### config.mk
export PLATFORM = sky130hd
export DESIGN_NAME = wss_vec_cell
export DESIGN_NICKNAME = d
export VERILOG_FILES = /design/src/rtl/core/wss_pkg.sv /design/src/rtl/core/wss_vec_cell.sv
export SDC_FILE = /design/constraint.sdc
export NUM_CORES = 1
export LEC_CHECK = 0
export BUFFER_PORTS_ARGS = -buffer_cell sky130_fd_sc_hd__buf_4
export CAP_MARGIN = 30
export CORE_AREA = 5 5 293 295
export CTS_CLUSTER_SIZE = 20
export DETAILED_ROUTE_END_ITERATION = 12
export DIE_AREA = 0 0 298 300
export HOLD_SLACK_MARGIN = 0.1
export PLACE_DENSITY = 0.5
export SLEW_MARGIN = 20
export SYNTH_ARGS = -nofsm -noshare
export SYNTH_HDL_FRONTEND = slang
export SYNTH_SLANG_ARGS = --single-unit
### constraint.sdc
create_clock -name clk -period 2.6 [get_ports clk]
set_input_delay 0.13 -clock clk [delete_from_list [all_inputs] [get_ports clk]]
set_output_delay 0.13 -clock clk [all_outputs]
set_load 0.005 [all_outputs]
### src/rtl/core/wss_pkg.sv
// Package for the waypoint steering step: payload and cell types, fixed constants
// and the arctangent table shared by the CORDIC cells.
// No dependencies.
package wss_pkg;

  localparam int SQRT_STEPS = 32;
  localparam int DIV_STEPS  = 24;
  localparam int ATAN_LEN   = 24;
  localparam logic [29:0] GAIN_Q30 = 30'd652032875;

  localparam logic [2:0] CFG_ARRIVAL_RADIUS  = 3'd0;
  localparam logic [2:0] CFG_EASE_RANGE      = 3'd1;
  localparam logic [2:0] CFG_MAX_STEER_ANGLE = 3'd2;
  localparam logic [2:0] CFG_TURN_RATE       = 3'd3;
  localparam logic [2:0] CFG_MAX_SPEED       = 3'd4;

  // Everything an item carries along the pipe besides the working data of a chain.
  typedef struct packed {
    logic               tgt;
    logic               arr;
    logic               use_div;
    logic signed [31:0] px;
    logic signed [31:0] py;
    logic [15:0]        head;
    logic [15:0]        el;
    logic signed [32:0] dx;
    logic signed [32:0] dy;
    logic [1:0]         sh;
    logic [33:0]        span;
    logic [31:0]        bear;
    logic [15:0]        newh;
    logic [23:0]        travel;
  } pl_t;

  typedef struct packed {
    logic [63:0] v;
    logic [34:0] r;
    logic [31:0] q;
  } sqrt_t;

  typedef struct packed {
    logic signed [35:0] x;
    logic signed [35:0] y;
    logic [31:0]        z;
  } vec_t;

  typedef struct packed {
    logic [23:0] rem;
    logic [23:0] n;
    logic [23:0] q;
  } div_t;

  typedef struct packed {
    logic signed [27:0] x;
    logic signed [27:0] y;
    logic signed [33:0] z;
  } rot_t;

  // atan(2^-i) in units of 2^-32 turn.
  function automatic logic [31:0] atan_turn(input logic [4:0] idx);
    logic [31:0] a;
    case (idx)
      5'd0:    a = 32'd536870912;
      5'd1:    a = 32'd316933406;
      5'd2:    a = 32'd167458907;
      5'd3:    a = 32'd85004756;
      5'd4:    a = 32'd42667331;
      5'd5:    a = 32'd21354465;
      5'd6:    a = 32'd10679838;
      5'd7:    a = 32'd5340245;
      5'd8:    a = 32'd2670163;
      5'd9:    a = 32'd1335087;
      5'd10:   a = 32'd667544;
      5'd11:   a = 32'd333772;
      5'd12:   a = 32'd166886;
      5'd13:   a = 32'd83443;
      5'd14:   a = 32'd41722;
      5'd15:   a = 32'd20861;
      5'd16:   a = 32'd10430;
      5'd17:   a = 32'd5215;
      5'd18:   a = 32'd2608;
      5'd19:   a = 32'd1304;
      5'd20:   a = 32'd652;
      5'd21:   a = 32'd326;
      5'd22:   a = 32'd163;
      5'd23:   a = 32'd81;
      default: a = 32'd0;
    endcase
    return a;
  endfunction

endpackage

### src/rtl/core/wss_vec_cell.sv
// One micro-rotation of the vectoring CORDIC that finds the bearing to the target.
// Depends on wss_pkg.
module wss_vec_cell import wss_pkg::*; #(
  parameter int IDX = 0
) (
  input  logic clk,
  input  logic rst_n,
  input  logic en,
  input  logic i_vld,
  input  pl_t  i_pl,
  input  vec_t i_d,
  output logic o_vld,
  output pl_t  o_pl,
  output vec_t o_d
);

  logic  vld_r;
  pl_t   pl_r;
  vec_t  d_r, d_nxt;
  logic signed [35:0] x, y, xs, ys;
  logic [31:0] at;

  always_comb begin
    x  = i_d.x;
    y  = i_d.y;
    xs = x >>> IDX;
    ys = y >>> IDX;
    at = atan_turn(5'(IDX));
    if (y > 36'sd0) begin
      d_nxt.x = x + ys;
      d_nxt.y = y - xs;
      d_nxt.z = i_d.z + at;
    end else begin
      d_nxt.x = x - ys;
      d_nxt.y = y + xs;
      d_nxt.z = i_d.z - at;
    end
  end

  always_ff @(posedge clk) begin
    if (!rst_n) begin
      vld_r <= 1'b0;
    end else if (en) begin
      vld_r <= i_vld;
    end
  end

  always_ff @(posedge clk) begin
    if (en) begin
      pl_r <= i_pl;
      d_r  <= d_nxt;
    end
  end

  assign o_vld = vld_r;
  assign o_pl  = pl_r;
  assign o_d   = d_r;

endmodule

==> out/metrics.csv <==
metric;value;unit
maximum fanout along the worst path;4;
Final Setup Violations;0;
Max-slew headroom;0.454;
largest net degree at the start of global routing;90;
Fin. Hold Viols;0;
flops & latches, synth;377;
sequential-to-total area share from yosys stat;0.633;
TritonRoute pass-1 iters;7;
DRC Markers;0;
Rows;106;
leakage dissipation;0.0143;uW
Die Area;0.0894;mm2
Die Ht;300;um
Slew @ Worst Pin;0.809;ns
EDFF count, synth;376;
status;complete, no violations;
vias after detailed routing;18100;
Max-Cap Viols;0;
worst setup margin;0.0390;ns
Place WS;-0.727;ns
Setup Skew;0;ns
CTS tree;yes;
Cell Area, Synth;0.0179;mm2
async set-or-reset flop fraction in the synthesized netlist;0;
Die Wd;298;um
clk_lat worst skew;0.59;ns
final instance area;0.0327;mm2
grt total ovfl;0;
CP arrival;2.91;ns
root buffer cell;clkbuf_16;
Yosys top cell area share;0.632;
DP Area;0.0279;mm2
Finished Layout Cells;3976;
Syn Area/Cell;13.0;um2
drt wl/cell;29.4;um
Final period util;0.985;
Syn Nets;1870;
top cells by area, synth;edfxtp_1 (63%), ha_1 (7.6%), a21oi_1 (3.3%);
Ports;759;
Worst setup EP type;flop;
post-DP HPWL;96.8;mm
leading area contributor after synthesis;edfxtp_1;
Clock Pin Slew Worst Setup and Hold Paths;0.07;ns
Syn. warnings;0;
share of post-route cells with drive strength above 1;0.446;
f_max;390;MHz
Nets;3343;
RSZ-0062 raised after global routing;true;
max-slew violations;0;
IO Port Bufs;758;
pwr/cell area;594;mW/mm2
Tmin final;2.56;ns
Peak VDD IR;0.000475;V
GPL Wtd Cong;0.945;
Startpoint Class;input port;
ys flop type;edfxtp_1;
global-route wire length before repair;156;mm
CP required;2.95;ns
Layout area overhead;82.8;%
Yosys cell types;75;
Setup Crit Path Kind;input port to flop;
Total Wirelength;117;mm
vias per cell;4.55;
vias in the first global route;18600;
# clock sinks;377;
CTS H-tree lvls;2;
DR iter-0 viols;1566;
Placed Cells;3568;
Synth Instances;1376;
Routed Antenna Nets;0;
cts bufs inserted;48;
Bufs on Longest Clock Path;3;
initial antenna violation count;26;
core area;0.0829;mm2
Starting Density;0.215;
type of the most critical hold path;input port to flop;
GRT Util Overall;0.248;
[cells in the final DEF (no fill, tap or decap), types with 13 or more instances in the layout]
cell type / synthesis / final
buf_4: 3 / 1153
edfxtp_1: 376 / 376
dlygate4sd3_1: 0 / 311
a21oi_1: 117 / 113
inv_1: 109 / 107
ha_1: 109 / 105
nor2_1: 99 / 98
o21ai_0: 70 / 63
xnor2_1: 64 / 62
clkbuf_16: 0 / 49
nand2_1: 49 / 48
nor3_1: 23 / 21
o21bai_1: 22 / 21
a21o_1: 20 / 20
mux2i_1: 18 / 18
nor4_1: 21 / 17
nand3_1: 17 / 17
nor2b_1: 14 / 13
a211oi_1: 17 / 13
[cell families after synthesis]
group,Yosys count,share of synthesized area
xor gates and xnor gates,70,0.0343
DFF,377,0.633
and+or+nand+nor,281,0.0769
muxes,18,0.0101
AOI/OAI and AO/OA,354,0.129
adders and majority gates,113,0.0808
buffers and inverters,163,0.0359
[worst max-delay path: stages]
cell      delay [ns]
buf_4           0.09
inv_1           0.04
ha_1            0.33
inv_1           0.05
a21oi_1         0.22
o21ai_0         0.18
a211oi_1        0.42
o21ai_0         0.23
a221oi_1        0.49
o41ai_2         0.18
buf_4           0.17
a21boi_1        0.26
xnor2_1         0.11
[through the flow]
stage | hold WS (ns) | TNS [ns] | power [uW] | utilization
6_report | 0.156 | 0 | 19400 | 0.394
5_1_grt | 0.138 | -0.0439 | 20100 | 0.394
4_1_cts | 0.123 | 0 | 19600 | 0.392
3_5_place_dp | 0.309 | -21.73 | 12400 | 0.336
3_3_place_gp | 0.309 | -22.53 | 12500 | 0.336
2_1_floorplan | 0.229 | 0 | 9000 | -
[flip-flops by register name, indices dropped and copies added, names as in the netlist]
register  cells
o_pl        273
o_d         103
o_vld         1
[layout make-up]
cell class,count,area (um2)
Fill cell,8016,50200
Inverter,113,424
Multi-Input combinational cell,836,6100
Tap cell,1080,1350
Antenna cell,11,27.5
Clock inverter,26,238
Timing Repair Buffer,1473,11900
Sequential cell,377,11300
Clock buffer,60,1270
[layer usage]
layer / vias to the layer above / global-route usage / part of all wire
met5: - / 0 / 0.00052
met1: 9033 / 0.338 / 0.43
met4: 10 / 0.0569 / 0.028
met3: 116 / 0.0617 / 0.083
li1: 8077 / - / -
met2: 845 / 0.401 / 0.45
[worst paths after layout]
| kind | startpoint | endpoint | slack, ns | depth (start not counted) |
|---|---|---|---|---|
| worst max register to register | o_vld | o_vld | 1.41 | 3 |
| worst min register to register | o_vld | o_vld | 1.11 | 3 |
| worst min-delay path | i_d[92] | o_d[56] | 0.16 | 4 |
| worst max-delay path | i_d[56] | o_d[63] | 0.04 | 13 |
[report_power, final]
group / total [uW] / internal [uW] / leakage (uW) / switching (uW)
sequential: 7780 / 7420 / 0.00369 / 364
clock: 6590 / 3760 / 0.000735 / 2830
combinational: 5020 / 2560 / 0.00989 / 2450
[cell usage after synthesis (11+ instances only)]
library cell	n
edfxtp_1	376
a21oi_1	117
ha_1	109
inv_1	109
nor2_1	99
o21ai_0	70
xnor2_1	64
nand2_1	49
clkbuf_1	27
nor3_1	23
o21bai_1	22
nor4_1	21
a21o_1	20
mux2i_1	18
a211oi_1	17
nand3_1	17
buf_2	15
nor2b_1	14
nand2b_1	11
o31ai_1	11
[timing repair]
item | in CTS | in global routing
buffers inserted | 0 | 0
cloned | 0 | 0
setup endpoints to repair | 6 | 24
hold buffers | 311 | 0
pin swaps | 0 | 2
gates resized for setup | 6 | 36
hold endpoints to repair | 337 | 0
Power figures use the tool's default switching activity.
