<file path="config.mk">
export PLATFORM = sky130hd
export DESIGN_NAME = wss_rot_cell
export DESIGN_NICKNAME = d
export VERILOG_FILES = /design/src/rtl/core/wss_pkg.sv /design/src/rtl/core/wss_rot_cell.sv
export SDC_FILE = /design/constraint.sdc
export NUM_CORES = 1
export LEC_CHECK = 0
export ABC_AREA = 1
export BUFFER_PORTS_ARGS = -buffer_cell sky130_fd_sc_hd__buf_2
export CORE_AREA = 10 10 276 278
export DETAILED_ROUTE_END_ITERATION = 6
export DIE_AREA = 0 0 286 288
export SYNTH_ARGS = -nofsm -noshare
export SYNTH_HDL_FRONTEND = slang
export SYNTH_SLANG_ARGS = --single-unit
</file>
<file path="constraint.sdc">
create_clock -name clk -period 6.52 [get_ports clk]
set_input_delay 1.304 -clock clk [delete_from_list [all_inputs] [get_ports clk]]
set_output_delay 1.304 -clock clk [all_outputs]
set_load 0.01 [all_outputs]
</file>
<file path="src/rtl/core/wss_pkg.sv">
// Package for the waypoint steering step: payload and cell types, fixed constants
// and the arctangent table shared by the CORDIC cells.
// No dependencies.
package wss_pkg;

  localparam int SQRT_STEPS = 32;
  localparam int DIV_STEPS  = 24;
  localparam int ATAN_LEN   = 24;
  localparam logic [29:0] GAIN_Q30 = 30'd652032875;

  localparam logic [2:0] CFG_ARRIVAL_RADIUS  = 3'd0;
  localparam logic [2:0] CFG_EASE_RANGE      = 3'd1;
  localparam logic [2:0] CFG_MAX_STEER_ANGLE = 3'd2;
  localparam logic [2:0] CFG_TURN_RATE       = 3'd3;
  localparam logic [2:0] CFG_MAX_SPEED       = 3'd4;

  // Everything an item carries along the pipe besides the working data of a chain.
  typedef struct packed {
    logic               tgt;
    logic               arr;
    logic               use_div;
    logic signed [31:0] px;
    logic signed [31:0] py;
    logic [15:0]        head;
    logic [15:0]        el;
    logic signed [32:0] dx;
    logic signed [32:0] dy;
    logic [1:0]         sh;
    logic [33:0]        span;
    logic [31:0]        bear;
    logic [15:0]        newh;
    logic [23:0]        travel;
  } pl_t;

  typedef struct packed {
    logic [63:0] v;
    logic [34:0] r;
    logic [31:0] q;
  } sqrt_t;

  typedef struct packed {
    logic signed [35:0] x;
    logic signed [35:0] y;
    logic [31:0]        z;
  } vec_t;

  typedef struct packed {
    logic [23:0] rem;
    logic [23:0] n;
    logic [23:0] q;
  } div_t;

  typedef struct packed {
    logic signed [27:0] x;
    logic signed [27:0] y;
    logic signed [33:0] z;
  } rot_t;

  // atan(2^-i) in units of 2^-32 turn.
  function automatic logic [31:0] atan_turn(input logic [4:0] idx);
    logic [31:0] a;
    case (idx)
      5'd0:    a = 32'd536870912;
      5'd1:    a = 32'd316933406;
      5'd2:    a = 32'd167458907;
      5'd3:    a = 32'd85004756;
      5'd4:    a = 32'd42667331;
      5'd5:    a = 32'd21354465;
      5'd6:    a = 32'd10679838;
      5'd7:    a = 32'd5340245;
      5'd8:    a = 32'd2670163;
      5'd9:    a = 32'd1335087;
      5'd10:   a = 32'd667544;
      5'd11:   a = 32'd333772;
      5'd12:   a = 32'd166886;
      5'd13:   a = 32'd83443;
      5'd14:   a = 32'd41722;
      5'd15:   a = 32'd20861;
      5'd16:   a = 32'd10430;
      5'd17:   a = 32'd5215;
      5'd18:   a = 32'd2608;
      5'd19:   a = 32'd1304;
      5'd20:   a = 32'd652;
      5'd21:   a = 32'd326;
      5'd22:   a = 32'd163;
      5'd23:   a = 32'd81;
      default: a = 32'd0;
    endcase
    return a;
  endfunction

endpackage

</file>
<file path="src/rtl/core/wss_rot_cell.sv">
// One micro-rotation of the rotation CORDIC that turns the travel along the heading.
// Depends on wss_pkg.
module wss_rot_cell import wss_pkg::*; #(
  parameter int IDX = 0
) (
  input  logic clk,
  input  logic rst_n,
  input  logic en,
  input  logic i_vld,
  input  pl_t  i_pl,
  input  rot_t i_d,
  output logic o_vld,
  output pl_t  o_pl,
  output rot_t o_d
);

  logic  vld_r;
  pl_t   pl_r;
  rot_t  d_r, d_nxt;
  logic signed [27:0] x, y, xs, ys;
  logic signed [33:0] z, at;

  always_comb begin
    x  = i_d.x;
    y  = i_d.y;
    z  = i_d.z;
    xs = x >>> IDX;
    ys = y >>> IDX;
    at = $signed({2'b00, atan_turn(5'(IDX))});
    if (z >= 34'sd0) begin
      d_nxt.x = x - ys;
      d_nxt.y = y + xs;
      d_nxt.z = z - at;
    end else begin
      d_nxt.x = x + ys;
      d_nxt.y = y - xs;
      d_nxt.z = z + at;
    end
  end

  always_ff @(posedge clk) begin
    if (!rst_n) begin
      vld_r <= 1'b0;
    end else if (en) begin
      vld_r <= i_vld;
    end
  end

  always_ff @(posedge clk) begin
    if (en) begin
      pl_r <= i_pl;
      d_r  <= d_nxt;
    end
  end

  assign o_vld = vld_r;
  assign o_pl  = pl_r;
  assign o_d   = d_r;

endmodule

</file>
==> qor.txt <==
Status -> finished clean
CTS hold repair buffers -> 0
Syn avg cell area -> 10.47 sq um
Sequential share of the synthesized area -> 62.39%
Synth area leader -> edfxtp_1
Critical path class -> in -> reg
Mapped Cells -> 1668
WL final -> 99940 um
DIE HEIGHT -> 288 um
DRC -> 0
Std-Cell Rows -> 98
Avg WL per Cell -> 29.22 um
Post-CTS Setup Bufs -> 0
Synth top area share -> 62.27%
Min-delay src -> o_vld$_SDFFE_PN0P_
Htree depth -> 2
ANT nets after route -> 0
Synth Register Bits -> 363
Setup tns final -> 0 ns
Critical Path Sink Type -> flip-flop
Final Core Density -> 33.45%
Fraction of layout cells with a size suffix above 1 -> 32.88%
Num CTS Buffers -> 46
Hold Vio Cnt, Final -> 0
Commonest non-fill, non-tap cells in the layout -> buf_2, nand2_1, edfxtp_1
Total of max-cap violations -> 0
R2R cell count -> 2
Arr. time, crit path -> 3.70 ns
GRT Total Usage -> 23.03%
Initial Utilization -> 24.63%
R2r endpoint -> o_vld$_SDFFE_PN0P_
Global-route wire length before repair -> 128600 um
DRC violation total after the first TritonRoute iteration -> 1479
Post-Syn Area -> 17460 sq um
Worst-Margin Slew -> 0.9553 ns
Synth top area cells -> edfxtp_1, nand2_1, ha_1, inv_1, nand3_1
Hold WC Path Type -> reg -> reg
Period minus WS final -> 3.371 ns
Chip Width -> 286 um
Initial antenna violation count -> 84
Placer Congestion -> 0.9602
Post-layout net count -> 2878
Sequential Area -> 10890 sq um
Multi-input logic area -> 5436 sq um
Reg2Reg Setup Slack -> 5.87 ns
Worst-Skew Late Latency -> 0.58 ns
Maximum vdd ir drop -> 171.7 uV
IO buf count -> 730
I/O pins -> 731
CTS Sinks -> 363
Grt total ovfl -> 0
RSZ-0062 raised after global routing -> false
Post-Synthesis Net Count -> 2131
Post-CTS resize count -> 0
Endpoints failing setup -> 0
Vias in the first global route -> 15.03k
Critical R2R Launch -> o_vld$_SDFFE_PN0P_
Area of the core -> 70870 sq um
DPL Wire Length -> 84700 um
Area Growth Syn to Fin -> 35.82%
Clk slew on worst S/H paths -> 0.06 ns
CTS tree -> built
First-pass DRT Iterations -> 6
Final period util -> 51.71%
Pleak -> 0.01120 uW
Commonest non-fill, non-tap cell in the layout -> buf_2
Min-Delay Endpoint -> o_vld$_SDFFE_PN0P_
Synth unique cells -> 33
Rel. slew slack -> 36.31%
Root buffer cell -> clkbuf_16
Vias -> 15.58k
Crit start category -> input port
Clk_skew -> 0 ns
Largest net degree at the start of global routing -> 148
Hold path depth -> 2
Fin. max-slew vios -> 0
Fill cell total of the finished layout -> 7470
PD cells -> 285.9 nW/um^2
Synth warnings -> 0
Critical Path RT -> 6.85 ns
Critical Path Fanout Max -> 59
Die Area -> 82370 sq um
Via density per instance -> 4.554
Worst setup path start -> i_d[33]
Fmax -> 296.6 MHz
Clock Tree Buf Depth -> 3
==> power by group <==
part | total [uW] | switching (uW) | internal (uW)
Clock | 2620 | 1070 | 1540
Combinational | 1260 | 866 | 395
Sequential | 2900 | 81.9 | 2820
Total | 6780 | 2020 | 4760
==> how the worst max path moves through the flow <==
stage                                    to  slack, ns  cells past startpoint
after global routing      o_d[33]$_DFFE_PP_       3.02                     14
final                     o_d[33]$_DFFE_PP_       3.15                     14
after floorplan           o_d[33]$_DFFE_PP_       3.32                     14
after CTS                 o_d[33]$_DFFE_PP_       3.18                     14
after global placement    o_d[33]$_DFFE_PP_       2.58                     14
after detailed placement  o_d[33]$_DFFE_PP_       2.55                     14
==> sequential cells by signal, summed over array words and instances (netlist names) <==
register,flops
o_pl,273
o_vld,1
o_d,89
==> worst max-delay path: stages <==
cell	delay, ns
buf_2	0.13
inv_1	0.13
ha_1	0.17
inv_1	0.04
nor2_1	0.08
nand3_1	0.06
or2_1	0.27
o21ai_4	0.14
buf_4	0.58
ha_1	0.41
nand2_1	0.08
nand2_1	0.05
a21oi_1	0.15
xnor2_1	0.10
==> per-layer routing <==
layer	vias up	GRT usage [%]	part of all wire [%]
li1	7087	-	-
met1	7541	25.71	36
met2	796	36.63	45
met3	124	14.77	17
met4	28	4.685	2.2
met5	-	0	0.18
==> logic make-up (layout without fill, tap and decap cells) <==
family	count (synthesis)	count (layout)	synth area share, %
buf+inv	276	1056	6.558
fa+ha+maj	96	96	7.053
compound gates	162	162	4.967
simple gates	739	739	17.43
flops	363	363	62.39
other cells	0	22	0
xor+xnor	32	32	1.606
==> layout make-up <==
| cell class | count | area share (%) |
|---|---|---|
| Timing Repair Buffer | 734 | 15.68 |
| Sequential cell | 363 | 45.93 |
| Clock inverter | 27 | 1.414 |
| Inverter | 241 | 3.815 |
| Tap cell | 950 | 5.013 |
| Clock buffer | 54 | 4.982 |
| Multi-Input combinational cell | 1029 | 22.93 |
| Antenna cell | 22 | 0.2322 |
==> synth_stat cells <==
cell,number
inv_2,1
xor2_1,29
nand4_1,28
buf_2,16
nand3_2,1
nor4_1,1
a21boi_0,1
a21oi_2,1
o21a_1,2
nand3_1,135
edfxtp_1,362
ha_1,92
or2_1,1
and2_1,1
nor3_1,3
nor2_1,119
o21ai_2,1
nor2b_1,2
buf_6,6
nand2_1,445
a21oi_1,86
nor2_2,2
inv_1,240
fa_1,4
xnor2_1,3
buf_4,11
dfxtp_1,1
o21ai_0,54
and3_1,1
o21bai_1,14
clkbuf_2,2
a21o_1,2
a31oi_1,1
==> metrics by stage <==
stage / setup WS [ns] / cells / instance area (sq um) / power (uW) / hold WS (ns)
after floorplan: 3.321 / 1668 / 17460 / 3474 / 0.5553
after global routing: 3.023 / 3400 / 23660 / 7063 / 0.6707
after detailed placement: 2.550 / 3317 / 22140 / 4209 / 0.5200
final: 3.149 / 3420 / 23710 / 6778 / 0.5352
after CTS: 3.182 / 3398 / 23660 / 6874 / 0.5363
after global placement: 2.578 / 3317 / 22140 / 4205 / 0.5204
Note: power is estimated with default switching activity, not from simulation.
