--- config.mk ---
export PLATFORM = sky130hd
export DESIGN_NAME = wss_div_cell
export DESIGN_NICKNAME = d
export VERILOG_FILES = /design/src/rtl/core/wss_pkg.sv /design/src/rtl/core/wss_div_cell.sv
export SDC_FILE = /design/constraint.sdc
export NUM_CORES = 1
export LEC_CHECK = 0
export BUFFER_PORTS_ARGS = -buffer_cell sky130_fd_sc_hd__buf_2
export CORE_AREA = 2 2 280 282
export DETAILED_ROUTE_END_ITERATION = 16
export DIE_AREA = 0 0 282 284
export PLACE_DENSITY_LB_ADDON = 0.25
export SYNTH_ARGS = -nofsm -noshare
export SYNTH_HDL_FRONTEND = slang
export SYNTH_SLANG_ARGS = --single-unit
--- constraint.sdc ---
create_clock -name clk -period 2.27 [get_ports clk]
set_input_delay 0.1135 -clock clk [delete_from_list [all_inputs] [get_ports clk]]
set_output_delay 0.1135 -clock clk [all_outputs]
set_load 0.03 [all_outputs]
--- src/rtl/core/wss_pkg.sv ---
// Package for the waypoint steering step: payload and cell types, fixed constants
// and the arctangent table shared by the CORDIC cells.
// No dependencies.
package wss_pkg;

  localparam int SQRT_STEPS = 32;
  localparam int DIV_STEPS  = 24;
  localparam int ATAN_LEN   = 24;
  localparam logic [29:0] GAIN_Q30 = 30'd652032875;

  localparam logic [2:0] CFG_ARRIVAL_RADIUS  = 3'd0;
  localparam logic [2:0] CFG_EASE_RANGE      = 3'd1;
  localparam logic [2:0] CFG_MAX_STEER_ANGLE = 3'd2;
  localparam logic [2:0] CFG_TURN_RATE       = 3'd3;
  localparam logic [2:0] CFG_MAX_SPEED       = 3'd4;

  // Everything an item carries along the pipe besides the working data of a chain.
  typedef struct packed {
    logic               tgt;
    logic               arr;
    logic               use_div;
    logic signed [31:0] px;
    logic signed [31:0] py;
    logic [15:0]        head;
    logic [15:0]        el;
    logic signed [32:0] dx;
    logic signed [32:0] dy;
    logic [1:0]         sh;
    logic [33:0]        span;
    logic [31:0]        bear;
    logic [15:0]        newh;
    logic [23:0]        travel;
  } pl_t;

  typedef struct packed {
    logic [63:0] v;
    logic [34:0] r;
    logic [31:0] q;
  } sqrt_t;

  typedef struct packed {
    logic signed [35:0] x;
    logic signed [35:0] y;
    logic [31:0]        z;
  } vec_t;

  typedef struct packed {
    logic [23:0] rem;
    logic [23:0] n;
    logic [23:0] q;
  } div_t;

  typedef struct packed {
    logic signed [27:0] x;
    logic signed [27:0] y;
    logic signed [33:0] z;
  } rot_t;

  // atan(2^-i) in units of 2^-32 turn.
  function automatic logic [31:0] atan_turn(input logic [4:0] idx);
    logic [31:0] a;
    case (idx)
      5'd0:    a = 32'd536870912;
      5'd1:    a = 32'd316933406;
      5'd2:    a = 32'd167458907;
      5'd3:    a = 32'd85004756;
      5'd4:    a = 32'd42667331;
      5'd5:    a = 32'd21354465;
      5'd6:    a = 32'd10679838;
      5'd7:    a = 32'd5340245;
      5'd8:    a = 32'd2670163;
      5'd9:    a = 32'd1335087;
      5'd10:   a = 32'd667544;
      5'd11:   a = 32'd333772;
      5'd12:   a = 32'd166886;
      5'd13:   a = 32'd83443;
      5'd14:   a = 32'd41722;
      5'd15:   a = 32'd20861;
      5'd16:   a = 32'd10430;
      5'd17:   a = 32'd5215;
      5'd18:   a = 32'd2608;
      5'd19:   a = 32'd1304;
      5'd20:   a = 32'd652;
      5'd21:   a = 32'd326;
      5'd22:   a = 32'd163;
      5'd23:   a = 32'd81;
      default: a = 32'd0;
    endcase
    return a;
  endfunction

endpackage

--- src/rtl/core/wss_div_cell.sv ---
// One restoring step of the speed divider: one quotient bit per cell.
// Depends on wss_pkg.
module wss_div_cell import wss_pkg::*; (
  input  logic        clk,
  input  logic        rst_n,
  input  logic        en,
  input  logic [23:0] divisor,
  input  logic        i_vld,
  input  pl_t         i_pl,
  input  div_t        i_d,
  output logic        o_vld,
  output pl_t         o_pl,
  output div_t        o_d
);

  logic  vld_r;
  pl_t   pl_r;
  div_t  d_r, d_nxt;
  logic [24:0] t, diff;

  always_comb begin
    t    = {i_d.rem, i_d.n[23]};
    diff = t - {1'b0, divisor};
    d_nxt.n = {i_d.n[22:0], 1'b0};
    if (t >= {1'b0, divisor}) begin
      d_nxt.rem = diff[23:0];
      d_nxt.q   = {i_d.q[22:0], 1'b1};
    end else begin
      d_nxt.rem = t[23:0];
      d_nxt.q   = {i_d.q[22:0], 1'b0};
    end
  end

  always_ff @(posedge clk) begin
    if (!rst_n) begin
      vld_r <= 1'b0;
    end else if (en) begin
      vld_r <= i_vld;
    end
  end

  always_ff @(posedge clk) begin
    if (en) begin
      pl_r <= i_pl;
      d_r  <= d_nxt;
    end
  end

  assign o_vld = vld_r;
  assign o_pl  = pl_r;
  assign o_d   = d_r;

endmodule

==> impl_metrics.xml <==
<?xml version="1.0" encoding="UTF-8"?>
<metrics>
  <group name="floorplanning">
    <metric name="dieArea" unit="sq um">80090</metric>
    <metric name="die-width" unit="microns">282</metric>
    <metric name="coreArea" unit="sq um">76960</metric>
    <metric name="die_h" unit="microns">284</metric>
    <metric name="core.rowCount" unit="">102</metric>
    <metric name="boundaryPins" unit="">719</metric>
    <metric name="effective_utilization_at_floorplan" unit="%">15.95</metric>
  </group>
  <group name="placement">
    <metric name="hpwl" unit="microns">42380</metric>
    <metric name="finalWeightedCongestion" unit="">0.8508</metric>
    <metric name="port_buffers" unit="">716</metric>
    <metric name="post-place-cells" unit="">2465</metric>
  </group>
  <group name="detailed_routing">
    <metric name="dr.first_iter.drc_count" unit="">522</metric>
    <metric name="wirelength" unit="microns">54560</metric>
    <metric name="detailroute.via_count" unit="">10480</metric>
    <metric name="routedWlPerCell" unit="microns">18.91</metric>
    <metric name="postRouteAntennaNets" unit="">0</metric>
    <metric name="route.detailed.vias_per_inst" unit="">3.631</metric>
    <metric name="detail_route.drc_violations" unit="">0</metric>
    <metric name="drtPass1Iterations" unit="">4</metric>
  </group>
  <group name="clock_tree">
    <metric name="cts-htree-levels" unit="">2</metric>
    <metric name="clock_sink_count" unit="">345</metric>
    <metric name="max-clock-path-buffers" unit="">3</metric>
    <metric name="cts_setup_buffers" unit="">0</metric>
    <metric name="numCtsBuffers" unit="">42</metric>
    <metric name="clock_tree_from_tritoncts" unit="">yes</metric>
    <metric name="clock-root-buffer" unit="">sky130_fd_sc_hd__clkbuf_16</metric>
    <metric name="clkSlewWorstSetupHoldPaths" unit="ns">0.05</metric>
    <metric name="worst_skew_pair.late_latency" unit="ns">0.56</metric>
  </group>
  <group name="pwr">
    <metric name="vdd_ir_drop_max" unit="V">0.0004054</metric>
    <metric name="p_leak" unit="nW">9.616</metric>
    <metric name="cellPowerDensity" unit="nW/um^2">787.8</metric>
  </group>
  <group name="timing">
    <metric name="worst-slew-pin-transition" unit="ns">0.6431</metric>
    <metric name="fin_tns_setup" unit="ns">0</metric>
    <metric name="min_tclk_post_route" unit="ns">2.255</metric>
    <metric name="fmax" unit="MHz">443.5</metric>
    <metric name="rsz_0062_raised_after_global_routing" unit="">yes</metric>
    <metric name="setup_viol" unit="">0</metric>
    <metric name="slew_violations" unit="">0</metric>
    <metric name="endpoints_failing_hold" unit="">0</metric>
    <metric name="slew-limit-headroom" unit="%">57.13</metric>
    <metric name="fin_skew" unit="ns">0</metric>
    <metric name="layout_worst_path_cycle_share" unit="%">99.33</metric>
  </group>
  <group name="cells_and_area">
    <metric name="finish.net_count" unit="">2209</metric>
    <metric name="synthToLayoutAreaGrowth" unit="%">85.05</metric>
    <metric name="drive_gt1_share" unit="%">49.27</metric>
    <metric name="mostFrequentLayoutCell" unit="">sky130_fd_sc_hd__buf_2</metric>
    <metric name="post-route-util" unit="%">29.52</metric>
    <metric name="layout_common_cells" unit="">sky130_fd_sc_hd__buf_2, sky130_fd_sc_hd__edfxtp_1, sky130_fd_sc_hd__dlygate4sd3_1</metric>
    <metric name="stdcell_count" unit="">2886</metric>
  </group>
  <group name="worst_setup_path">
    <metric name="critPathTopFamily" unit="">buffers and inverters</metric>
    <metric name="critPathMaxFanout" unit="">13</metric>
    <metric name="timing.critical_path.from_type" unit="">input pin</metric>
    <metric name="timing.critical_path.cells" unit="">dlygate4sd3_1 &gt; buf_2 &gt; ha_2 &gt; nand2_1 &gt; or2_1 &gt; o221a_4 &gt; o21ai_4 &gt; nor2_8 &gt; inv_8 &gt; mux2_2</metric>
    <metric name="cp_data_arrival_time" unit="ns">2.55</metric>
    <metric name="end_kind" unit="">flop</metric>
    <metric name="critical-path-max-stage-delay" unit="ns">0.54</metric>
    <metric name="slowest_stage_cell_crit_path" unit="">sky130_fd_sc_hd__dlygate4sd3_1</metric>
    <metric name="r2r_setup_slack" unit="ns">1.12</metric>
    <metric name="crit_path_class" unit="">input pin to flop</metric>
    <metric name="timing.critical_path.required" unit="ns">2.57</metric>
    <metric name="cp.buffers_inverters" unit="">3</metric>
  </group>
  <group name="job">
    <metric name="maxCapViolCount" unit="">0</metric>
  </group>
  <group name="synth">
    <metric name="yosysSeqAreaShare" unit="%">84.31</metric>
    <metric name="mappedNetlistArea" unit="sq um">12280</metric>
    <metric name="synth_cell_type_count" unit="">58</metric>
    <metric name="yosys_register_bits" unit="">345</metric>
    <metric name="syn-mean-instance-area" unit="sq um">19.67</metric>
    <metric name="synth_enable_flop_cells" unit="">344</metric>
    <metric name="ys.warnings.count" unit="">0</metric>
    <metric name="postSynth.topFlopCell" unit="">sky130_fd_sc_hd__edfxtp_1</metric>
    <metric name="synthArstFlopShare" unit="%">0</metric>
    <metric name="synthesis.nets" unit="">1022</metric>
    <metric name="synthesis.instances" unit="">624</metric>
  </group>
  <group name="global_routing">
    <metric name="globalRoute.totalOverflow" unit="">0</metric>
    <metric name="largest_net_degree_at_the_start_of_global_routing" unit="">67</metric>
    <metric name="grt_pass1_vias" unit="">11080</metric>
    <metric name="gr-usage-all-layers" unit="%">12.93</metric>
    <metric name="antenna_found_initial" unit="">8</metric>
    <metric name="grt_pass1_wl" unit="microns">75660</metric>
  </group>
  <group name="run_status">
    <metric name="run_status" unit="">finished, final reports clean</metric>
  </group>
  <group name="hold_path">
    <metric name="min_delay_path_class" unit="">input pin to flop</metric>
  </group>
</metrics>
per-stage QoR:
step | power (mW) | instance area, sq um | worst slack [ns] | hold slack [ns]
3_5_place_dp | 10.94 | 17910 | -0.2204 | 0.2916
5_1_grt | 18.65 | 22710 | -0.004519 | 0.04991
2_1_floorplan | 9.451 | 12310 | 0.005761 | 0.2124
6_report | 17.90 | 22720 | 0.01517 | 0.05136
3_3_place_gp | 10.95 | 17910 | -0.1410 | 0.2902
4_1_cts | 18.21 | 22660 | 0.01536 | 0.01580
cell families (layout without fill, tap and decap cells):
| logic type | after synthesis | count (layout) | share of synthesized area [%] |
|---|---|---|---|
| XOR/XNOR | 10 | 10 | 0.7135 |
| buffers and inverters | 44 | 1261 | 1.610 |
| other | 1 | 6 | 0.03055 |
| AO/OA/AOI/OAI | 93 | 93 | 5.372 |
| adder cells (fa/ha/maj) | 25 | 25 | 2.609 |
| multiplexers | 12 | 12 | 1.182 |
| AND/OR/NAND/NOR | 94 | 94 | 4.169 |
| flip-flops | 345 | 345 | 84.31 |
cells in the mapped netlist (all sizes together) (2+ instances only):
cell / n / area share (%)
a21boi: 5 / 0.31
a211oi: 3 / 0.18
nand3: 15 / 0.61
o31a: 3 / 0.21
nor3b: 3 / 0.18
o21bai: 2 / 0.12
xor2: 3 / 0.21
o221a: 2 / 0.18
mux2: 11 / 1.1
o211a: 2 / 0.16
a31oi: 2 / 0.15
and4: 3 / 0.23
o221ai: 2 / 0.14
and2: 4 / 0.20
o21ai: 13 / 0.62
and3: 8 / 0.45
o2111ai: 3 / 0.21
or3: 4 / 0.20
o21a: 9 / 0.55
o31ai: 7 / 0.43
a21oi: 29 / 1.2
o211ai: 3 / 0.18
inv: 34 / 1.1
xnor2: 7 / 0.50
nor3: 14 / 0.57
buf: 9 / 0.49
or2: 2 / 0.10
nor2b: 4 / 0.20
ha: 24 / 2.4
nand2: 16 / 0.49
edfxtp: 344 / 84
nand4: 4 / 0.20
nor2: 15 / 0.59
worst register-to-register path: cells and delay by family (launching register included):
| kind | cells | cell delay [ns] |
|---|---|---|
| AND/OR/NAND/NOR | 1 | 0.06 |
| buffers and inverters | 1 | 0.54 |
| multiplexers | 1 | 0.12 |
| flip-flops | 1 | 0.31 |
area by class of cell:
class	instances	area (sq um)
antenna	5	12.51
clock buffer	50	1102
inverter	34	135.1
fill	7817	54240
timing repair buffer	1153	7792
multi-input combinational	235	1794
clock inverter	24	227.7
tap	1040	1301
sequential	345	10350
flip-flops by register name, indices dropped and copies added (netlist names):
signal,count
o_d,71
o_pl,273
o_vld,1
path summary, 6_finish.rpt:
kind / startpoint / endpoint / cells after the start
hold reg to reg: o_vld$_SDFFE_PN0P_ / o_vld$_SDFFE_PN0P_ / 3
setup reg to reg: o_vld$_SDFFE_PN0P_ / o_vld$_SDFFE_PN0P_ / 3
hold / removal: i_d[49] / o_d[50]$_DFFE_PP_ / 4
setup / recovery: i_d[69] / o_d[53]$_DFFE_PP_ / 10
layer usage:
layer / GRT usage [%] / wire [microns] / up-vias
li1: - / - / 4848
met1: 14.26 / 20470 / 5133
met2: 23.22 / 27750 / 409
met3: 4.158 / 4491 / 83
met4: 4.255 / 1806 / 6
met5: 0 / 35 / -
report_power, final:
part           switching [mW]  total [mW]  internal, mW
Clock                    2.78        6.61          3.83
Combinational            2.16        3.51          1.35
Sequential              0.150        7.77          7.63
Total                    5.09        17.9          12.8
what timing repair did:
item                                    CTS  global route
hold buffers                            342             0
endpoints found under the hold margin   340             0
resized for setup                         0            15
endpoints found under the setup margin    0            21
(Power assumes the default switching activity.)
