==> src/rtl/core/wss_pkg.sv <==
// Package for the waypoint steering step: payload and cell types, fixed constants
// and the arctangent table shared by the CORDIC cells.
// No dependencies.
package wss_pkg;

  localparam int SQRT_STEPS = 32;
  localparam int DIV_STEPS  = 24;
  localparam int ATAN_LEN   = 24;
  localparam logic [29:0] GAIN_Q30 = 30'd652032875;

  localparam logic [2:0] CFG_ARRIVAL_RADIUS  = 3'd0;
  localparam logic [2:0] CFG_EASE_RANGE      = 3'd1;
  localparam logic [2:0] CFG_MAX_STEER_ANGLE = 3'd2;
  localparam logic [2:0] CFG_TURN_RATE       = 3'd3;
  localparam logic [2:0] CFG_MAX_SPEED       = 3'd4;

  // Everything an item carries along the pipe besides the working data of a chain.
  typedef struct packed {
    logic               tgt;
    logic               arr;
    logic               use_div;
    logic signed [31:0] px;
    logic signed [31:0] py;
    logic [15:0]        head;
    logic [15:0]        el;
    logic signed [32:0] dx;
    logic signed [32:0] dy;
    logic [1:0]         sh;
    logic [33:0]        span;
    logic [31:0]        bear;
    logic [15:0]        newh;
    logic [23:0]        travel;
  } pl_t;

  typedef struct packed {
    logic [63:0] v;
    logic [34:0] r;
    logic [31:0] q;
  } sqrt_t;

  typedef struct packed {
    logic signed [35:0] x;
    logic signed [35:0] y;
    logic [31:0]        z;
  } vec_t;

  typedef struct packed {
    logic [23:0] rem;
    logic [23:0] n;
    logic [23:0] q;
  } div_t;

  typedef struct packed {
    logic signed [27:0] x;
    logic signed [27:0] y;
    logic signed [33:0] z;
  } rot_t;

  // atan(2^-i) in units of 2^-32 turn.
  function automatic logic [31:0] atan_turn(input logic [4:0] idx);
    logic [31:0] a;
    case (idx)
      5'd0:    a = 32'd536870912;
      5'd1:    a = 32'd316933406;
      5'd2:    a = 32'd167458907;
      5'd3:    a = 32'd85004756;
      5'd4:    a = 32'd42667331;
      5'd5:    a = 32'd21354465;
      5'd6:    a = 32'd10679838;
      5'd7:    a = 32'd5340245;
      5'd8:    a = 32'd2670163;
      5'd9:    a = 32'd1335087;
      5'd10:   a = 32'd667544;
      5'd11:   a = 32'd333772;
      5'd12:   a = 32'd166886;
      5'd13:   a = 32'd83443;
      5'd14:   a = 32'd41722;
      5'd15:   a = 32'd20861;
      5'd16:   a = 32'd10430;
      5'd17:   a = 32'd5215;
      5'd18:   a = 32'd2608;
      5'd19:   a = 32'd1304;
      5'd20:   a = 32'd652;
      5'd21:   a = 32'd326;
      5'd22:   a = 32'd163;
      5'd23:   a = 32'd81;
      default: a = 32'd0;
    endcase
    return a;
  endfunction

endpackage

==> src/rtl/core/wss_sqrt_cell.sv <==
// One digit cell of the integer square root chain: two radicand bits per cell.
// Depends on wss_pkg.
module wss_sqrt_cell import wss_pkg::*; (
  input  logic  clk,
  input  logic  rst_n,
  input  logic  en,
  input  logic  i_vld,
  input  pl_t   i_pl,
  input  sqrt_t i_d,
  output logic  o_vld,
  output pl_t   o_pl,
  output sqrt_t o_d
);

  logic  vld_r;
  pl_t   pl_r;
  sqrt_t d_r, d_nxt;
  logic [34:0] r_sh, trial;

  always_comb begin
    r_sh  = {i_d.r[32:0], i_d.v[63:62]};
    trial = {1'b0, i_d.q, 2'b01};
    d_nxt.v = {i_d.v[61:0], 2'b00};
    if (r_sh >= trial) begin
      d_nxt.r = r_sh - trial;
      d_nxt.q = {i_d.q[30:0], 1'b1};
    end else begin
      d_nxt.r = r_sh;
      d_nxt.q = {i_d.q[30:0], 1'b0};
    end
  end

  always_ff @(posedge clk) begin
    if (!rst_n) begin
      vld_r <= 1'b0;
    end else if (en) begin
      vld_r <= i_vld;
    end
  end

  always_ff @(posedge clk) begin
    if (en) begin
      pl_r <= i_pl;
      d_r  <= d_nxt;
    end
  end

  assign o_vld = vld_r;
  assign o_pl  = pl_r;
  assign o_d   = d_r;

endmodule

==> config.mk <==
export PLATFORM = sky130hd
export DESIGN_NAME = wss_sqrt_cell
export DESIGN_NICKNAME = d
export VERILOG_FILES = /design/src/rtl/core/wss_pkg.sv /design/src/rtl/core/wss_sqrt_cell.sv
export SDC_FILE = /design/constraint.sdc
export NUM_CORES = 1
export LEC_CHECK = 0
export ABC_AREA = 1
export BUFFER_PORTS_ARGS = -buffer_cell sky130_fd_sc_hd__buf_2
export CORE_AREA = 8 8 310 312
export DETAILED_ROUTE_END_ITERATION = 8
export DIE_AREA = 0 0 318 320
export GPL_TIMING_DRIVEN = 0
export PLACE_DENSITY = 0.44
export SYNTH_ARGS = -nofsm -noshare
export SYNTH_HDL_FRONTEND = slang
export SYNTH_SLANG_ARGS = --single-unit
==> constraint.sdc <==
create_clock -name clk -period 2.2 [get_ports clk]
set_input_delay 0.44 -clock clk [delete_from_list [all_inputs] [get_ports clk]]
set_output_delay 0.44 -clock clk [all_outputs]
set_load 0.01 [all_outputs]
==> results of run 1 <==
==> synth_stat cells (all sizes together) <==
cell type,instances
nand4,4
a21oi,25
nand3,36
nor3,6
o21a,2
dfxtp,1
conb,1
ha,34
a211oi,1
nand3b,9
buf,8
xor2,16
o21ai,7
xnor2,2
nand2,304
edfxtp,402
inv,129
a21o,2
nor2,74
o21bai,3
==> layout make-up <==
cell class                      instances  share of cell area, %
Timing Repair Buffer                 1170                   29.5
Inverter                              129                   1.86
Antenna cell                           11                  0.105
Clock inverter                         32                   1.33
Buffer                                  8                  0.287
Clock buffer                           60                   5.01
Sequential cell                       403                   46.2
Multi-Input combinational cell        527                   9.99
Tap cell                             1186                   5.67
==> critical path, delay by kind of cell <==
family / cells / cell delay [ns]
adder cells (fa/ha/maj): 1 / 0.42
AND/OR/NAND/NOR: 8 / 0.89
AO/OA/AOI/OAI: 1 / 0.27
buffers and inverters: 4 / 0.44
==> worst max path at each step <==
stage | endpoint | depth (start not counted) | slack [ns] | start
global route | o_d[51] | 15 | 0.005 | i_d[13]
global placement | o_vld | 3 | -5.66 | en
CTS | o_d[45] | 15 | 0.01 | i_d[13]
finish | o_d[63] | 14 | 0.08 | i_d[24]
floorplan | o_d[58] | 13 | 0.12 | i_d[14]
detailed placement | o_d[58] | 14 | -0.89 | i_d[13]
==> power by group through the flow <==
| stage | clock network [mW] | registers, mW | logic (mW) |
|---|---|---|---|
| floorplan | 0 | 9.90 | 0.671 |
| global placement | 0 | 9.63 | 2.87 |
| detailed placement | 0 | 9.53 | 2.89 |
| CTS | 8.76 | 9.39 | 3.50 |
| global route | 8.97 | 9.45 | 3.68 |
| finish | 8.39 | 9.39 | 3.41 |
==> per-stage QoR <==
step | TNS [ns] | worst slack [ns] | power [mW]
2_1_floorplan | 0 | 0.118 | 10.6
3_3_place_gp | -2205.41 | -5.66 | 12.5
3_5_place_dp | -65.62 | -0.894 | 12.4
4_1_cts | 0 | 0.0140 | 21.6
5_1_grt | 0 | 0.00498 | 22.1
6_report | 0 | 0.0836 | 21.2
==> cell families after synthesis <==
kind of cell / after synthesis
and+or+nand+nor: 433
DFF: 403
buffers and inverters: 137
AOI/OAI and AO/OA: 40
adders and majority gates: 34
xor gates and xnor gates: 18
other: 1
==> flip-flops by register name, summed over array words and instances, names as in the netlist <==
signal / cells
o_d: 129
o_pl: 273
o_vld: 1
==> timing repair <==
item,in CTS,in global routing
buffers inserted,1,0
endpoints found under the setup margin,31,30
hold endpoints to repair,358,0
pin swaps,1,0
gates resized for setup,6,6
hold buffers,358,0
==> layer usage <==
layer	wire length, microns	vias up
met5	75	-
met1	32300	6405
met4	3010	12
met3	5750	132
met2	40600	556
li1	-	6125
==> results_tabular.tex, run 1 <==
\begin{tabular}{lr}
\hline
Metric & Value \\
\hline
\multicolumn{2}{l}{\textbf{Final layout}} \\
\quad Sequential cell area in the final layout & $\sim$12000 sq um \\
\quad Area of all placed cells without fillers & roughly 26000 sq um \\
\quad Proportion of layout cells with a drive suffix above 1 & 39.4\% \\
\quad Area of the multi-input gates & between 2000 and 3000 sq um \\
\quad Post-Layout Cell Count & roughly 3500 \\
\quad Utilization after layout & between 20 and 30\% \\
\quad \# nets final & approximately 2700 \\
\quad Synth-to-Final Area Change & 72.0\% \\
\quad Commonest cells after routing, fill and taps aside & buf\_2, edfxtp\_1, dlygate4sd3\_1 \\
\quad Fillers & about 9500 \\
\quad Most common cell after layout, fill and taps aside & buf\_2 \\
\multicolumn{2}{l}{\textbf{Route}} \\
\quad Routed wire length & 81700 microns \\
\quad Detailed-route vias per instance & $\sim$3.8 \\
\quad Total via count after detailed routing & approximately 13000 \\
\quad TritonRoute pass-1 iters & 5 \\
\quad Average routed wire per standard cell & 23.2 microns \\
\quad \# DRC & 0 \\
\quad Detailed Route Iter0 Violations & a little over 800 \\
\quad DRT antenna net count & 0 \\
\multicolumn{2}{l}{\textbf{Logic synthesis}} \\
\quad Syn Std Cell Area & about 15000 sq um \\
\quad Count of yosys warnings during synthesis & 0 \\
\quad Synthesized netlist cell count & 1066 \\
\quad Post-synthesis xor/xnor area fraction & 1.04\% \\
\quad Adder-Cell Fraction of Synth Area & 2.80\% \\
\quad Dominant combinational cell family by area after synthesis & simple AND/OR/NAND/NOR gates \\
\quad Top cell type by total area after synthesis & edfxtp\_1 \\
\quad Proportion of netlist area held by the largest area contributor & 79.4\% \\
\quad Top post-synthesis cells by area & edfxtp\_1, nand2\_1, inv\_1 \\
\quad Simple-gate area share of the yosys netlist & 11.5\% \\
\quad Mux cell area share after synthesis & 0\% \\
\quad Share of the yosys chip area belonging to registers & about four fifths \\
\quad Mapped Avg Cell Area & approximately 14 sq um \\
\quad Synthesized-area fraction occupied by ao, oa, aoi and oai cells & under 10\% \\
\quad Number of different library cells in the post-synthesis netlist & 28 \\
\quad Total of flip-flops plus latches after synthesis & about 400 \\
\multicolumn{2}{l}{\textbf{GRT}} \\
\quad Global-route track usage on met1 & $\sim$18\% \\
\quad Initial antenna violation count & 25 \\
\quad Global-route wire length before repair & around 110000 microns \\
\quad Largest net degree at the start of global routing & about 110 \\
\quad Total track usage & about 15\% \\
\quad GRT busiest layer & met2 \\
\quad GRT met2 Usage & 26.9\% \\
\quad Global route overflow & 0 \\
\quad Global routing met3 resource utilization & under 10\% \\
\quad Number of global-route vias before repair & around 14000 \\
\multicolumn{2}{l}{\textbf{Floorplanning}} \\
\quad Die width & 318 microns \\
\quad Core area & approximately 90000 sq um \\
\quad Die Outline Area & $\sim$100000 sq um \\
\quad Row Count & roughly 110 \\
\quad Initial cell density of the core & between 10\% and 20\% \\
\quad Boundary pin count & approximately 810 \\
\quad Die Y-Extent & about 320 microns \\
\multicolumn{2}{l}{\textbf{Worst setup path}} \\
\quad Startpoint Class & input port \\
\quad Cell type of the slowest stage on the worst timing path & ha\_1 \\
\quad Critical Path Sink Type & register \\
\quad R2r startpoint & o\_vld \\
\quad Cell-by-cell listing of the critical path & buf\_2, inv\_1, ha\_1, a21oi\_1, inv\_1, nor2\_1, nand2\_1, nand2\_1, nand3\_1, nor2\_2, nand2\_4, buf\_6, nand3\_1, nand2\_1 \\
\quad Worst Path Class, Setup & in -> reg \\
\quad Critical-path maximum fanout & 10 \\
\quad Most frequent CP cell & nand2\_1 \\
\quad Data arrival time of the worst path & around 2.5 ns \\
\quad Worst setup slack for register-to-register paths & roughly 1.5 ns \\
\quad Data required time at the worst endpoint & around 2.6 ns \\
\quad R2R Path End & o\_vld \\
\quad Peak per-stage delay on the critical path & approximately 0.42 ns \\
\quad Worst R2R Path Depth & 2 \\
\multicolumn{2}{l}{\textbf{Timing}} \\
\quad Final Max Tran Viols & 0 \\
\quad Worst slew margin relative to its limit & about two fifths \\
\quad Hold violation count in the final report & 0 \\
\quad Unrepaired setup endpoints after global routing & no \\
\quad Number of endpoints failing setup at the final stage & 0 \\
\quad Worst hold margin & 0.0721 ns \\
\quad Max Fclk & $\sim$0.47 GHz \\
\quad Final critical-path share of the clock period & about 96\% \\
\quad Final min period & between 2 and 2.5 ns \\
\quad Actual slew at the worst max-slew pin & 0.912 ns \\
\quad Skew final & 0 ns \\
\multicolumn{2}{l}{\textbf{Clocking}} \\
\quad Number of sinks handled by clock tree synthesis & 403 \\
\quad Number of H-tree branching levels & 2 \\
\quad CTS tree & built \\
\quad Maximum number of buffers from clock root to sink & 3 \\
\quad CTS root buffer & clkbuf\_16 \\
\quad Clock slew seen by the registers of the worst setup and hold paths & about 0.05 ns \\
\quad Clock insertion delay at the later pin of the skew report & approximately 0.6 ns \\
\quad Number of clock buffers inserted by TritonCTS & 50 \\
\multicolumn{2}{l}{\textbf{Placement}} \\
\quad Placed inst area & $\sim$21000 sq um \\
\quad RePlAce Congestion & just over 0.9 \\
\quad Final HPWL from detailed placement & $\sim$66000 microns \\
\quad Dpl cells & around 3100 \\
\quad Buffers on Ports & $\sim$800 \\
\multicolumn{2}{l}{\textbf{Hold path}} \\
\quad Hold EP & o\_d[30] \\
\quad Worst min-delay path category & in -> reg \\
\quad Cell depth of the worst hold path & 1 \\
\quad Launch point of the worst hold path & i\_d[29] \\
\multicolumn{2}{l}{\textbf{Power}} \\
\quad Proportion of power drawn by combinational gates & roughly 16\% \\
\quad Switching share of power & 26.8\% \\
\quad Switch Pwr & $\sim$5.7 mW \\
\quad Power density of the placed cells & between 800 and 900 nW/um\^{}2 \\
\quad IR drop worst, VDD & between 0.0004 and 0.0005 V \\
\quad Register share of total power & around 44\% \\
\quad Clk network pwr share & about two fifths \\
\quad Leakage & 11.6 nW \\
\quad Design internal power & between 15 and 20 mW \\
\multicolumn{2}{l}{\textbf{Outcome}} \\
\quad Result of the run & complete, no violations \\
\multicolumn{2}{l}{\textbf{Run}} \\
\quad Number of max-cap violations & 0 \\
\hline
\end{tabular}
No activity file was read; power rests on OpenSTA's default activity.
==> inputs of run 2 (changes only) <==
CORE_AREA = 5 5 316 318   (was 8 8 310 312)
DIE_AREA = 0 0 321 323   (was 0 0 318 320)
PLACE_DENSITY = 0.43   (was 0.44)
==> results_tabular.tex, run 2 (synthesized netlist as in run 1, its figures left out) <==
\begin{tabular}{lr}
\hline
Metric & Value \\
\hline
\multicolumn{2}{l}{\textbf{Worst setup path}} \\
\quad Critical-path maximum fanout & 10 \\
\quad Critical Path Sink Type & register \\
\quad Data required time at the worst endpoint & 2.56 ns \\
\quad Data arrival time of the worst path & $\sim$2.5 ns \\
\quad Startpoint Class & input port \\
\quad Worst Path Class, Setup & in -> reg \\
\multicolumn{2}{l}{\textbf{Clocking}} \\
\quad CTS root buffer & clkbuf\_16 \\
\quad Number of setup buffers added after CTS & 0 \\
\quad Maximum number of buffers from clock root to sink & 3 \\
\quad Number of sinks handled by clock tree synthesis & approximately 400 \\
\quad Clock insertion delay at the later pin of the skew report & about 0.6 ns \\
\quad Number of clock buffers inserted by TritonCTS & 50 \\
\quad CTS tree & built \\
\quad Number of H-tree branching levels & 2 \\
\quad Clock slew seen by the registers of the worst setup and hold paths & approximately 0.060 ns \\
\multicolumn{2}{l}{\textbf{Timing}} \\
\quad Final min period & around 2.1 ns \\
\quad Actual slew at the worst max-slew pin & slightly below 1 ns \\
\quad Hold violation count in the final report & 0 \\
\quad Final critical-path share of the clock period & between 90\% and 100\% \\
\quad Unrepaired setup endpoints after global routing & no \\
\quad Worst slew margin relative to its limit & a little over a third \\
\quad Final Max Tran Viols & 0 \\
\quad Max Fclk & about 0.47 GHz \\
\quad Skew final & 0 ns \\
\quad Number of endpoints failing setup at the final stage & 0 \\
\quad Worst hold margin & around 0.08 ns \\
\multicolumn{2}{l}{\textbf{Placement}} \\
\quad RePlAce Congestion & between 0.9 and 1 \\
\quad Buffers on Ports & 808 \\
\quad Final HPWL from detailed placement & between 60000 and 70000 microns \\
\multicolumn{2}{l}{\textbf{Route}} \\
\quad Average routed wire per standard cell & $\sim$23 microns \\
\quad Total via count after detailed routing & about 13000 \\
\quad Detailed-route vias per instance & roughly 3.7 \\
\quad DRT antenna net count & 0 \\
\quad \# DRC & 0 \\
\quad Detailed Route Iter0 Violations & 830 \\
\quad Routed wire length & 81600 microns \\
\quad TritonRoute pass-1 iters & 4 \\
\multicolumn{2}{l}{\textbf{GRT}} \\
\quad Number of global-route vias before repair & approximately 14000 \\
\quad Initial antenna violation count & 33 \\
\quad Total track usage & $\sim$15\% \\
\quad Global-route wire length before repair & 108000 microns \\
\quad Largest net degree at the start of global routing & roughly 120 \\
\quad Global route overflow & 0 \\
\multicolumn{2}{l}{\textbf{Final layout}} \\
\quad \# nets final & about 2700 \\
\quad Most common cell after layout, fill and taps aside & buf\_2 \\
\quad Synth-to-Final Area Change & 72.4\% \\
\quad Proportion of layout cells with a drive suffix above 1 & about 40\% \\
\quad Commonest cells after routing, fill and taps aside & buf\_2, edfxtp\_1, dlygate4sd3\_1 \\
\quad Number of flip-flops under the largest register name & between 200 and 300 \\
\quad Utilization after layout & 27.2\% \\
\multicolumn{2}{l}{\textbf{Floorplanning}} \\
\quad Die width & 321 microns \\
\quad Boundary pin count & between 800 and 900 \\
\quad Die Outline Area & 104000 sq um \\
\quad Row Count & about 110 \\
\quad Core area & just under 100000 sq um \\
\quad Die Y-Extent & 323 microns \\
\quad Initial cell density of the core & between 15 and 20\% \\
\multicolumn{2}{l}{\textbf{Power}} \\
\quad Clk network pwr share & around two fifths \\
\quad Switch Pwr & roughly 5.6 mW \\
\quad IR drop worst, VDD & 0.000596 V \\
\quad Design internal power & between 15 and 20 mW \\
\quad Leakage & between 10 and 15 nW \\
\quad Total power & approximately 21 mW \\
\quad Proportion of power drawn by combinational gates & $\sim$16\% \\
\quad Register share of total power & 45.1\% \\
\quad Power density of the placed cells & approximately 800 nW/um\^{}2 \\
\quad Switching share of power & around 27\% \\
\multicolumn{2}{l}{\textbf{Run}} \\
\quad Number of max-cap violations & 0 \\
\multicolumn{2}{l}{\textbf{Hold path}} \\
\quad Worst min-delay path category & in -> reg \\
\multicolumn{2}{l}{\textbf{Outcome}} \\
\quad Result of the run & complete, no violations \\
\hline
\end{tabular}
==> run 2: cell types whose count changed in the layout (fill, tap and decap cells not counted), moves of 3 or more <==
cell,before,now
a21oi_1,23,20
clkbuf_1,9,6
clkinv_1,7,11
dlygate4sd3_1,358,361
diode_2,11,15
clkinvlp_4,6,0
a21oi_2,2,5
==> run 2: layout make-up <==
class | count | area [sq um]
Inverter | 129 | 487
Timing Repair Buffer | 1172 | 7750
Antenna cell | 15 | 37.5
Sequential cell | 403 | 12100
Buffer | 8 | 71.3
Clock buffer | 56 | 1270
Tap cell | 1276 | 1600
Clock inverter | 29 | 297
Fill cell | 10100 | 70100
Multi-Input combinational cell | 527 | 2620
==> run 2: critical path, stage by stage <==
cell	delay, ns
buf_2	0.16
inv_1	0.06
ha_1	0.35
nand2_1	0.11
inv_1	0.07
nand2_2	0.08
inv_1	0.09
a21oi_2	0.20
nand3_2	0.17
nand3_2	0.15
nand2_8	0.10
buf_4	0.21
nand3_1	0.16
nand2_1	0.10
==> run 2: timing repair <==
action / CTS / global route
resized for setup: 3 / 12
hold buffers: 361 / 0
pin swaps: 0 / 0
endpoints found under the setup margin: 3 / 31
hold endpoints to repair: 361 / 0
==> run 2: worst paths after layout <==
path	cells past startpoint	start	slack [ns]	endpoint
worst max register to register	2	o_vld	1.50	o_vld
worst min register to register	2	o_vld	0.58	o_vld
worst min-delay path	1	i_pl[178]	0.08	o_pl[178]
worst max-delay path	14	i_d[16]	0.08	o_d[58]
==> run 2: layer usage <==
metal | GRT usage [%] | vias up | share of wire (%)
met5 | 0 | - | 0.17
met4 | 5.83 | 22 | 4.5
met3 | 5.85 | 137 | 10
met2 | 24.9 | 583 | 47
met1 | 16.9 | 6414 | 38
li1 | - | 6122 | -
==> run 2: through the flow <==
step | setup TNS, ns | setup slack [ns] | instances | instance area [sq um]
global placement | -2239.09 | -5.79 | 3151 | 20900
global route | 0 | 0.00126 | 3605 | 26200
floorplan | 0 | 0.118 | 1067 | 15200
detailed placement | -51.17 | -0.766 | 3154 | 20900
finish | 0 | 0.0751 | 3615 | 26200
CTS | 0 | 0.00126 | 3600 | 26100
==> run 2: power by group through the flow <==
stage	combinational, mW	clock [mW]	sequential [mW]
6_report	3.39	8.08	9.40
5_1_grt	3.66	8.76	9.46
4_1_cts	3.46	8.48	9.41
3_5_place_dp	2.87	0	9.55
3_3_place_gp	2.86	0	9.65
2_1_floorplan	0.671	0	9.90
